==> src/rtl/scfp_pkg.sv <==
// scfp_pkg: shared types, limits and keyword tables of the serial command frame parser
// no dependencies
`default_nettype none

package scfp_pkg;

  // limits
  localparam int MaxFrame  = 128;
  localparam int MaxFields = 8;
  localparam int PathLimit = 32;

  localparam logic [7:0] MAX_FRAME_B  = 8'(MaxFrame);
  localparam logic [3:0] FIELD_SAT    = 4'(MaxFields - 1);
  localparam logic [5:0] PATH_LIMIT_B = 6'(PathLimit);

  // special byte codes
  localparam logic [7:0] CH_DOLLAR = 8'h24;
  localparam logic [7:0] CH_LF     = 8'h0A;
  localparam logic [7:0] CH_CR     = 8'h0D;
  localparam logic [7:0] CH_COMMA  = 8'h2C;

  // keyword tables, listen in entry 0 up to reply in entry 4
  localparam int KwCount = 5;
  localparam int KwSpan  = 8;

  localparam logic [7:0] KW_TEXT [KwCount][KwSpan] = '{
    '{8'h4C, 8'h49, 8'h53, 8'h54, 8'h45, 8'h4E, 8'h00, 8'h00},  // LISTEN
    '{8'h50, 8'h4F, 8'h4C, 8'h4C, 8'h00, 8'h00, 8'h00, 8'h00},  // POLL
    '{8'h41, 8'h52, 8'h47, 8'h00, 8'h00, 8'h00, 8'h00, 8'h00},  // ARG
    '{8'h50, 8'h4F, 8'h53, 8'h54, 8'h41, 8'h52, 8'h47, 8'h00},  // POSTARG
    '{8'h52, 8'h45, 8'h50, 8'h4C, 8'h59, 8'h00, 8'h00, 8'h00}   // REPLY
  };
  localparam logic [3:0] KW_LEN [KwCount]       = '{4'd6, 4'd4, 4'd3, 4'd7, 4'd5};
  localparam logic [3:0] KW_SHAPE [KwCount]     = '{4'd2, 4'd1, 4'd2, 4'd2, 4'd3};
  localparam logic [2:0] KW_CMD_CODE [KwCount]  = '{3'd1, 3'd2, 3'd3, 3'd4, 3'd5};
  localparam int         KwListen = 0;

  // command codes
  localparam logic [2:0] CMD_NONE = 3'd0;

  typedef enum logic [1:0] {
    KIND_OOB   = 2'd0,
    KIND_FRAME = 2'd1,
    KIND_END   = 2'd2,
    KIND_ABORT = 2'd3
  } kind_e;

  typedef struct packed {
    kind_e      kind;
    logic [7:0] data;
    logic [2:0] command;
    logic [3:0] field_total;
    logic       shape_ok;
  } result_t;

  // per-frame running state
  typedef struct packed {
    logic       in_frame;
    logic [7:0] frame_length;
    logic [3:0] field_index;
    logic [3:0] first_position;
    logic [4:0] keyword_hits;
    logic [5:0] second_length;
  } frame_state_t;

  localparam frame_state_t FRAME_STATE_RST = '{
    in_frame:       1'b0,
    frame_length:   8'd0,
    field_index:    4'd0,
    first_position: 4'd0,
    keyword_hits:   5'h1F,
    second_length:  6'd0
  };

endpackage

`default_nettype wire

==> src/rtl/scfp_parser.sv <==
// scfp_parser: frame state register and per-byte decode
// depends on scfp_pkg
`default_nettype none

module scfp_parser (
  input  wire                   clk_i,
  input  wire                   rst_ni,
  input  wire                   advance_i,
  input  wire  [7:0]            rx_byte_i,
  output logic                  has_result_o,
  output scfp_pkg::result_t     result_o
);
  import scfp_pkg::*;

  frame_state_t state_q, state_d;
  logic [2:0]   close_cmd;
  logic         close_ok;
  logic [3:0]   close_total;

  // keyword resolution at frame end, later entries win
  always_comb begin
    close_cmd   = CMD_NONE;
    close_ok    = 1'b0;
    close_total = state_q.field_index + 4'd1;
    for (int k = 0; k < KwCount; k++) begin
      if (state_q.keyword_hits[k] && (state_q.first_position == KW_LEN[k])) begin
        close_cmd = KW_CMD_CODE[k];
        close_ok  = (close_total == KW_SHAPE[k]);
        if ((k == KwListen) && (state_q.second_length >= PATH_LIMIT_B)) begin
          close_ok = 1'b0;
        end
      end
    end
  end

  always_comb begin
    state_d      = state_q;
    has_result_o = 1'b0;
    result_o     = '{kind: KIND_OOB, data: rx_byte_i, command: CMD_NONE,
                     field_total: 4'd0, shape_ok: 1'b0};
    if (!state_q.in_frame) begin
      if (rx_byte_i == CH_DOLLAR) begin
        state_d          = FRAME_STATE_RST;
        state_d.in_frame = 1'b1;
      end else begin
        has_result_o = 1'b1;
      end
    end else if (rx_byte_i == CH_LF) begin
      state_d.in_frame     = 1'b0;
      has_result_o         = 1'b1;
      result_o.kind        = KIND_END;
      result_o.data        = 8'd0;
      result_o.command     = close_cmd;
      result_o.field_total = close_total;
      result_o.shape_ok    = close_ok;
    end else if (rx_byte_i == CH_CR) begin
      // carriage return dropped
    end else if (state_q.frame_length < MAX_FRAME_B) begin
      state_d.frame_length = state_q.frame_length + 8'd1;
      has_result_o         = 1'b1;
      result_o.kind        = KIND_FRAME;
      if (rx_byte_i == CH_COMMA) begin
        if (state_q.field_index < FIELD_SAT) begin
          state_d.field_index = state_q.field_index + 4'd1;
        end
      end else if (state_q.field_index == 4'd0) begin
        for (int k = 0; k < KwCount; k++) begin
          if ((state_q.first_position >= KW_LEN[k]) ||
              (KW_TEXT[k][state_q.first_position[2:0]] != rx_byte_i)) begin
            state_d.keyword_hits[k] = 1'b0;
          end
        end
        if (state_q.first_position != 4'hF) begin
          state_d.first_position = state_q.first_position + 4'd1;
        end
      end else if (state_q.field_index == 4'd1) begin
        if (state_q.second_length != 6'h3F) begin
          state_d.second_length = state_q.second_length + 6'd1;
        end
      end
    end else begin
      // overlong frame
      state_d.in_frame = 1'b0;
      has_result_o     = 1'b1;
      result_o.kind    = KIND_ABORT;
    end
  end

  always_ff @(posedge clk_i or negedge rst_ni) begin
    if (!rst_ni) begin
      state_q <= FRAME_STATE_RST;
    end else if (advance_i) begin
      state_q <= state_d;
    end
  end

endmodule

`default_nettype wire

==> src/rtl/scfp_out_reg.sv <==
// scfp_out_reg: result register with valid/ready toward the consumer
// depends on scfp_pkg
`default_nettype none

module scfp_out_reg (
  input  wire                clk_i,
  input  wire                rst_ni,
  input  wire                load_i,
  input  scfp_pkg::result_t  result_i,
  output logic               free_o,
  output logic               out_valid_o,
  input  wire                out_ready_i,
  output scfp_pkg::result_t  result_o
);
  import scfp_pkg::*;

  logic    valid_q;
  result_t data_q;

  // register may take a new value when empty or being drained
  assign free_o      = !valid_q || out_ready_i;
  assign out_valid_o = valid_q;
  assign result_o    = data_q;

  always_ff @(posedge clk_i or negedge rst_ni) begin
    if (!rst_ni) begin
      valid_q <= 1'b0;
    end else if (free_o) begin
      valid_q <= load_i;
    end
  end

  always_ff @(posedge clk_i) begin
    if (free_o && load_i) begin
      data_q <= result_i;
    end
  end

endmodule

`default_nettype wire

==> src/rtl/serial_command_frame_parser_top.sv <==
// an accepted byte is held in the input register, then its result is loaded into the result
//   register that drives the output ports; a full result register can hold the byte back
// throughput: one item per cycle, with the input register and the result register
//   decoupling the two sides; stalls only while the result register is full and not taken
// bytes that give no result ('$' opening a frame, CR inside a frame) still take one slot
// reset: asynchronous active low; clears both valid flags and returns the parser
//   to outside-a-frame with all keywords still matching
`default_nettype none

module serial_command_frame_parser_top (
  input  wire         clk_i,
  input  wire         rst_ni,
  // input channel
  input  wire         in_valid_i,
  output logic        in_ready_o,
  input  wire  [7:0]  rx_byte_i,
  // output channel
  output logic        out_valid_o,
  input  wire         out_ready_i,
  output logic [1:0]  kind_o,
  output logic [7:0]  out_byte_o,
  output logic [2:0]  command_o,
  output logic [3:0]  field_total_o,
  output logic        shape_ok_o
);
  import scfp_pkg::*;

  // input register
  logic       in_valid_q;
  logic [7:0] in_byte_q;

  logic       out_free;
  logic       advance;
  logic       has_result;
  result_t    result;
  result_t    out_result;

  // the held item moves on when the result register can take it
  assign advance    = in_valid_q && out_free;
  // input register accepts when empty or emptying this cycle
  assign in_ready_o = !in_valid_q || advance;

  always_ff @(posedge clk_i or negedge rst_ni) begin
    if (!rst_ni) begin
      in_valid_q <= 1'b0;
    end else if (in_ready_o) begin
      in_valid_q <= in_valid_i;
    end
  end

  always_ff @(posedge clk_i) begin
    if (in_ready_o && in_valid_i) begin
      in_byte_q <= rx_byte_i;
    end
  end

  // frame state and decode; state moves only when the item advances
  scfp_parser u_parser (
    .clk_i        (clk_i),
    .rst_ni       (rst_ni),
    .advance_i    (advance),
    .rx_byte_i    (in_byte_q),
    .has_result_o (has_result),
    .result_o     (result)
  );

  // result register; a byte with no result just empties the slot
  scfp_out_reg u_out_reg (
    .clk_i       (clk_i),
    .rst_ni      (rst_ni),
    .load_i      (advance && has_result),
    .result_i    (result),
    .free_o      (out_free),
    .out_valid_o (out_valid_o),
    .out_ready_i (out_ready_i),
    .result_o    (out_result)
  );

  assign kind_o        = out_result.kind;
  assign out_byte_o    = out_result.data;
  assign command_o     = out_result.command;
  assign field_total_o = out_result.field_total;
  assign shape_ok_o    = out_result.shape_ok;

endmodule

`default_nettype wire

==> config.mk <==
export PLATFORM = sky130hd
export DESIGN_NAME = serial_command_frame_parser_top
export DESIGN_NICKNAME = d
export VERILOG_FILES = /design/src/rtl/scfp_pkg.sv /design/src/rtl/scfp_parser.sv /design/src/rtl/scfp_out_reg.sv /design/src/rtl/serial_command_frame_parser_top.sv
export SDC_FILE = /design/constraint.sdc
export NUM_CORES = 1
export LEC_CHECK = 0
export BUFFER_PORTS_ARGS = -buffer_cell sky130_fd_sc_hd__buf_2
export CAP_MARGIN = 15
export CORE_UTILIZATION = 55
export CTS_CLUSTER_SIZE = 28
export DETAILED_ROUTE_END_ITERATION = 7
export PLACE_DENSITY = 0.76
export SLEW_MARGIN = 20
export SYNTH_ARGS = -nofsm -noshare
export SYNTH_HDL_FRONTEND = slang
export SYNTH_SLANG_ARGS = --single-unit
==> constraint.sdc <==
create_clock -name clk_i -period 4.3 [get_ports clk_i]
set_input_delay 0.43 -clock clk_i [delete_from_list [all_inputs] [get_ports clk_i]]
set_output_delay 0.43 -clock clk_i [all_outputs]
set_load 0.005 [all_outputs]
Word-level counts from Yosys, hierarchy flattened
Memory sizes are Yosys's and may differ from the RTL's.
Cells that the tools add are included.
- add/subtract/negate cells: 4
- order comparisons: 9
- eq/ne operators: 36
- multiplexer cells: 50
- bitwise logic cells: 3
- reductions and logical operators: 32
- operators with widths (operator ; number):
    $mux 28 ; 3
    $mux 8 ; 10
    $mux 27 ; 2
    $reduce_and 8->1 ; 6
    $ne 8x8->1 ; 5
    $mux 16 ; 2
    $ne 2x2->1 const B ; 16
    $mux 1 ; 18
    $mux 6 ; 3
    $eq 4x3->1 const B ; 4
    $eq 8x4->1 const B ; 2
    $eq 8x6->1 const B ; 2
    $ge 4x3->1 const B ; 4
    $mux 15 ; 1
    $eq 4x2->1 const B ; 3
    $mux 3 ; 4
    $mux 4 ; 3
    $logic_and 1x1->1 ; 9
    $mux 9 ; 1
    $reduce_and 9->1 ; 1
    $add 4x1->4 const B ; 2
    $add 8x1->8 const B ; 1
    $eq 4x1->1 const B ; 2
    $lt 8x8->1 const B ; 1
    other kinds (19) ; 29
- register bits after elaboration: 56
- ROM bits: 320
- bits of input ports: 12
- output and inout bits: 20
- logic and storage cells: 159
- memories: 5
- memory list (memory ; depth ; bits a word ; rd ports ; clocked after Yosys merged registers in ; wr ports ; line ; RTL):
    (name not given) ; 8 ; 8 ; 1 ; 0 ; 0 ; scfp_parser.sv:69 ; (KW_TEXT[k][state_q.first_position[2:0]] != rx_byte_i)) begin
    (name not given) ; 8 ; 8 ; 1 ; 0 ; 0 ; scfp_parser.sv:69 ;
    (name not given) ; 8 ; 8 ; 1 ; 0 ; 0 ; scfp_parser.sv:69 ;
    (name not given) ; 8 ; 8 ; 1 ; 0 ; 0 ; scfp_parser.sv:69 ;
    (name not given) ; 8 ; 8 ; 1 ; 0 ; 0 ; scfp_parser.sv:69 ;

Longest topological paths before layout
- depth in word-level cells: 13
- gate-level depth with buffers: 9
- mapped depth without buffers: 7

Hierarchy
From an unflattened synthesis, not the netlist that was laid out.
- cells, all modules: 346
- area total of the unflattened synthesis: 3450.8 um^2
- modules (own cells, without submodules) (module ; instances ; cells each ; area an instance (um^2) ; sequential area each (um^2)):
    scfp_parser ; 1 ; 310 ; 2549.9 ; 706.9
    scfp_out_reg ; 1 ; 22 ; 594.3 ; 565.5
    serial_command_frame_parser_top ; 1 ; 14 ; 306.5 ; 265.3

Least setup slack after synthesis
OpenSTA, ideal clock, no wires.
- path type: register to register
- from: reg in_byte_q[0]
- to: reg u_out_reg.data_q, in the netlist u_out_reg.result_o[0], enable pin
- library setup time: 392 ps
- data arrival time: 1998 ps
- data required time: 3908 ps
- path slack: 1910 ps
- stages on the path, launching flop included: 6
- path buffers: 1
- period minus slack after synthesis: 2390 ps
- path through: edfxtp_1 > buf_6 > or4bb_4 > nand3_1 > nand2_1 > nor2_1
- longest elaborated chain between the ends: 6
- elaborated cells between the ends (all ways): 9
- those cells by class: eq/ne: 3; mux: 4; reduce/logical: 2
- ends and longest elaborated chain (item ; line ; RTL):
    from (decl) ; serial_command_frame_parser_top.sv:30 ; logic [7:0] in_byte_q;
    from (signal assigned) ; serial_command_frame_parser_top.sv:53 ; in_byte_q <= rx_byte_i;
    $eq 8x4->1 ; scfp_parser.sv:56 ; end else if (rx_byte_i == CH_CR) begin
    $mux 1 ; scfp_parser.sv:56 ;
    $mux 1 ; scfp_parser.sv:48 ; end else if (rx_byte_i == CH_LF) begin
    $mux 1 * ; scfp_parser.sv:41 ; if (!state_q.in_frame) begin
    $logic_and 1x1->1 * ; serial_command_frame_parser_top.sv:71 ; .load_i (advance && has_result),
    $logic_and 1x1->1 * ; scfp_out_reg.sv:34 ; if (free_o && load_i) begin
    to (signal assigned) ; scfp_out_reg.sv:35 ; data_q <= result_i;
    to (decl) ; scfp_out_reg.sv:18 ; result_t data_q;
Every way passes the cells marked *; elsewhere a longest branch is shown, timed or not.
A chain may end at the register's enable or synchronous reset.

Worst setup path in the final report
- from: reg in_byte_q[3]
- to: reg u_parser.state_q[11] (netlist bit)
- longest elaborated chain between the ends: 3
- elaborated cells between the ends (all ways): 9
- those cells by class: eq/ne: 7; reduce/logical: 2
- ends and longest elaborated chain (item ; line ; RTL):
    $eq 8x4->1, or another cell as far along ; scfp_parser.sv:48 ;
    $ne 2x2->1 (no source line) or $reduce_bool 2->1 (tied branches) ; - ;
    $reduce_and 8->1 (no source line) * ; - ;
    to (signal assigned) ; scfp_parser.sv:93 ; state_q <= state_d;
    to (decl) ; scfp_parser.sv:15 ; frame_state_t state_q, state_d;
Marks and branches as above.

==> run_results.csv <==
group,metric,value,unit
timing,fin_ws,1.832,ns
finish,antenna_cells,0,
logic_synthesis,synth_area_leader_cell,"edfxtp_1",
timing,timing.final.max_slew_violations,0,
status,outcome,"finished, final reports clean",
timing,fin_tns_setup,0,ns
timing,timing.final.crit_share,57.40,%
logic_synthesis,yosysTopAreaCellShare,22.67,%
logic_synthesis,synth_edf_count,26,
timing,fin_crit,2.468,ns
logic_synthesis,synth_area_leaders,"edfxtp_1, dfrtp_1, ha_1",
setup_path,crit_path_start,"in_byte_q[3]",
logic_synthesis,syn-cell-area,3445,um2
finish,seq_area,1538,um2
setup_path,worst_setup_path_start_kind,"register",
finish,fin_nets,397,
global_route,antenna_found_initial,0,
routing,drt-pass1-iter-count,5,
clock_network,cts_tree,"done",
routing,wl,7508,um
floorplan,fp-row-count,28,
clock_network,clockRootBuffer,"clkbuf_8",
global_route,grt_pass1_vias,2487,
clock_network,clock_latency,0.31,ns
logic_synthesis,synth_area_per_cell,9.622,um2
pwr,p_int,0.9501,mW
hold_path,min_path_type,"primary input to async pin",
clock_network,post_cts_buffers,0,
global_route,grt_first_pass_wirelength,12320,um
clock_network,htree_levels,2,
placed_design,dp_slack,1.873,ns
pwr,p_seq_share,51.9,%
logic_synthesis,synth_nets,386,
floorplan,start_util,57.50,%
routing,drt_iter0_markers,236,
run,maxCapViolCount,0,
logic_synthesis,seq_area_frac_synth,44.64,%
timing,tightestPinTransition,0.9383,ns
clock_network,cts_buffers,5,
finish,layout_commonest_cell,"buf_2",
clock_network,clockBufferDepth,2,
clock_network,cts.repair.resized,0,
pwr,p_sw,0.5251,mW
logic_synthesis,syn_inst,358,
pwr,vdd_ir_drop_max,187.3,uV
finish,multi_input_area,1707,um2
timing,skew,0.007073,ns
finish,final_cells,445,
setup_path,rr_worst_depth,5,
placed_design,place_inst,437,
pwr,p_leak,1.536,nW
placed_design,place.gp.congestion,0.9768,
routing,vias_per_cell,6.119,
logic_synthesis,yosysUniqueCellTypes,64,
finish,drive_gt1_share,16.22,%
setup_path,reg2reg_from,"in_byte_q[3]",
finish,layout_common_cells,"buf_2, nand2_1, nor2_1, edfxtp_1",
global_route,grt_max_degree,32,
routing,vias,2723,
logic_synthesis,yosys_register_bits,56,
routing,wl_per_cell,16.87,um
setup_path,cp-end-kind,"register",
floorplan,io_pins,32,
floorplan,fp.dieH,81.14,um
timing,setup_viol_count_final,0,
finish,fin_util,61.05,%
floorplan,core,5991,um2
pwr,clock_power_share,20.1,%
routing,drc,0,
global_route,grt.total_usage,24.96,%
timing,rsz0062_at_grt,"false",
global_route,grt-ovfl-total,0,
setup_path,crit_fanout,17,
pwr,power_density,403.4,nW/um2
clock_network,cts_hold_buf,0,
logic_synthesis,yosysWarnings,0,
clock_network,clk_pin_slew,0.10,ns
floorplan,chipWidth,81.14,um
setup_path,arrival,2.67,ns
logic_synthesis,async_reset_ff_share,53.57,%
timing,hold_violations,0,
floorplan,die_area,6584,um2
placed_design,dp_hpwl,5262,um
timing,maxClockFrequency,405.2,MHz
finish,synthToLayoutAreaGrowth,6.175,%
setup_path,critPathRequiredTime,4.50,ns
placed_design,numPortBuffers,31,
clock_network,cts.sinks,56,
timing,relSlewSlack,37.45,%
setup_path,path_class,"register to register",
logic_synthesis,synth-main-ff-cell,"edfxtp_1",
routing,ant_nets,0,
pwr,power_frac_comb,28.0,%
pwr,p_sw_share,35.60,%
finish,fill_cells,506,
-- path summary, 6_finish.rpt --
check	slack, ns	end
worst max-delay path	1.83	u_parser.state_q[11]
min in group clk_i	0.29	in_byte_q[1]
worst min register to register	0.49	u_parser.state_q[6]
max in group asynchronous	3.72	u_parser.state_q[19]
worst min-delay path	0.14	u_parser.state_q[5]
worst max register to register	1.83	u_parser.state_q[11]
-- per-layer routing --
layer  global-route usage [%]  vias up  wire length [um]
met1                    35.12     1286              3384
met4                    8.393        0               131
li1                         -     1317                 -
met3                    4.045       10               474
met2                    39.16      110              3517
met5                        0        -                 0
-- area by class of cell --
type                       count  area share (%)
multi-input combinational    257           46.66
sequential                    56           42.05
timing repair buffer          32           4.447
tap                           75           2.566
clock buffer                   7           2.361
inverter                      17           1.745
clock inverter                 1          0.1711
-- flip-flops by register name (all words and copies together) (netlist names) --
signal,cells
in_byte_q,8
in_valid_q,1
u_out_reg.out_valid_o,1
u_out_reg.result_o,18
u_parser.state_q,28
-- power groups by stage --
| stage | sequential [mW] | combinational (mW) | clock [mW] |
|---|---|---|---|
| 4_1_cts | 0.761 | 0.407 | 0.305 |
| 3_5_place_dp | 0.772 | 0.404 | 0 |
| 2_1_floorplan | 0.696 | 0.356 | 0 |
| 6_report | 0.766 | 0.412 | 0.297 |
| 5_1_grt | 0.778 | 0.458 | 0.323 |
| 3_3_place_gp | 0.767 | 0.392 | 0 |
-- critical path, cell delays in order (launching register included) --
cell and delay [ns]:
edfxtp_1 0.69, or4bb_4 0.63, o2111ai_1 0.21, a221o_1 0.43, a21oi_2 0.09, mux2_4 0.31
-- metrics by stage --
stage / hold WS (ns) / instance area, um2 / power, mW
detailed placement: 0.4768 / 3565 / 1.176
floorplan: 0.1344 / 3445 / 1.052
global route: 0.2055 / 3657 / 1.560
CTS: 0.1675 / 3657 / 1.473
global placement: 0.4580 / 3565 / 1.160
finish: 0.1449 / 3657 / 1.475
-- logic make-up (layout without fill, tap and decap cells) --
kind of cell	Yosys count	in the layout	share of synthesized area (%)
simple gates	137	137	21.94
compound gates	82	82	15.73
flops	56	56	44.64
buf+inv	45	57	5.812
fa+ha+maj	16	16	5.812
xor+xnor	15	15	3.814
mux	7	7	2.252
-- synthesized netlist by cell type, drive strengths merged, types with 7 or more instances --
cell and count:
ha 16, buf 9, xnor2 8, nand3 19, xor2 7, nor2 26
nand2 27, o21ai 29, a21oi 18, dfrtp 25, inv 17, edfxtp 26
nor3 7, clkbuf 19, and3 9
Power figures use the tool's default switching activity.
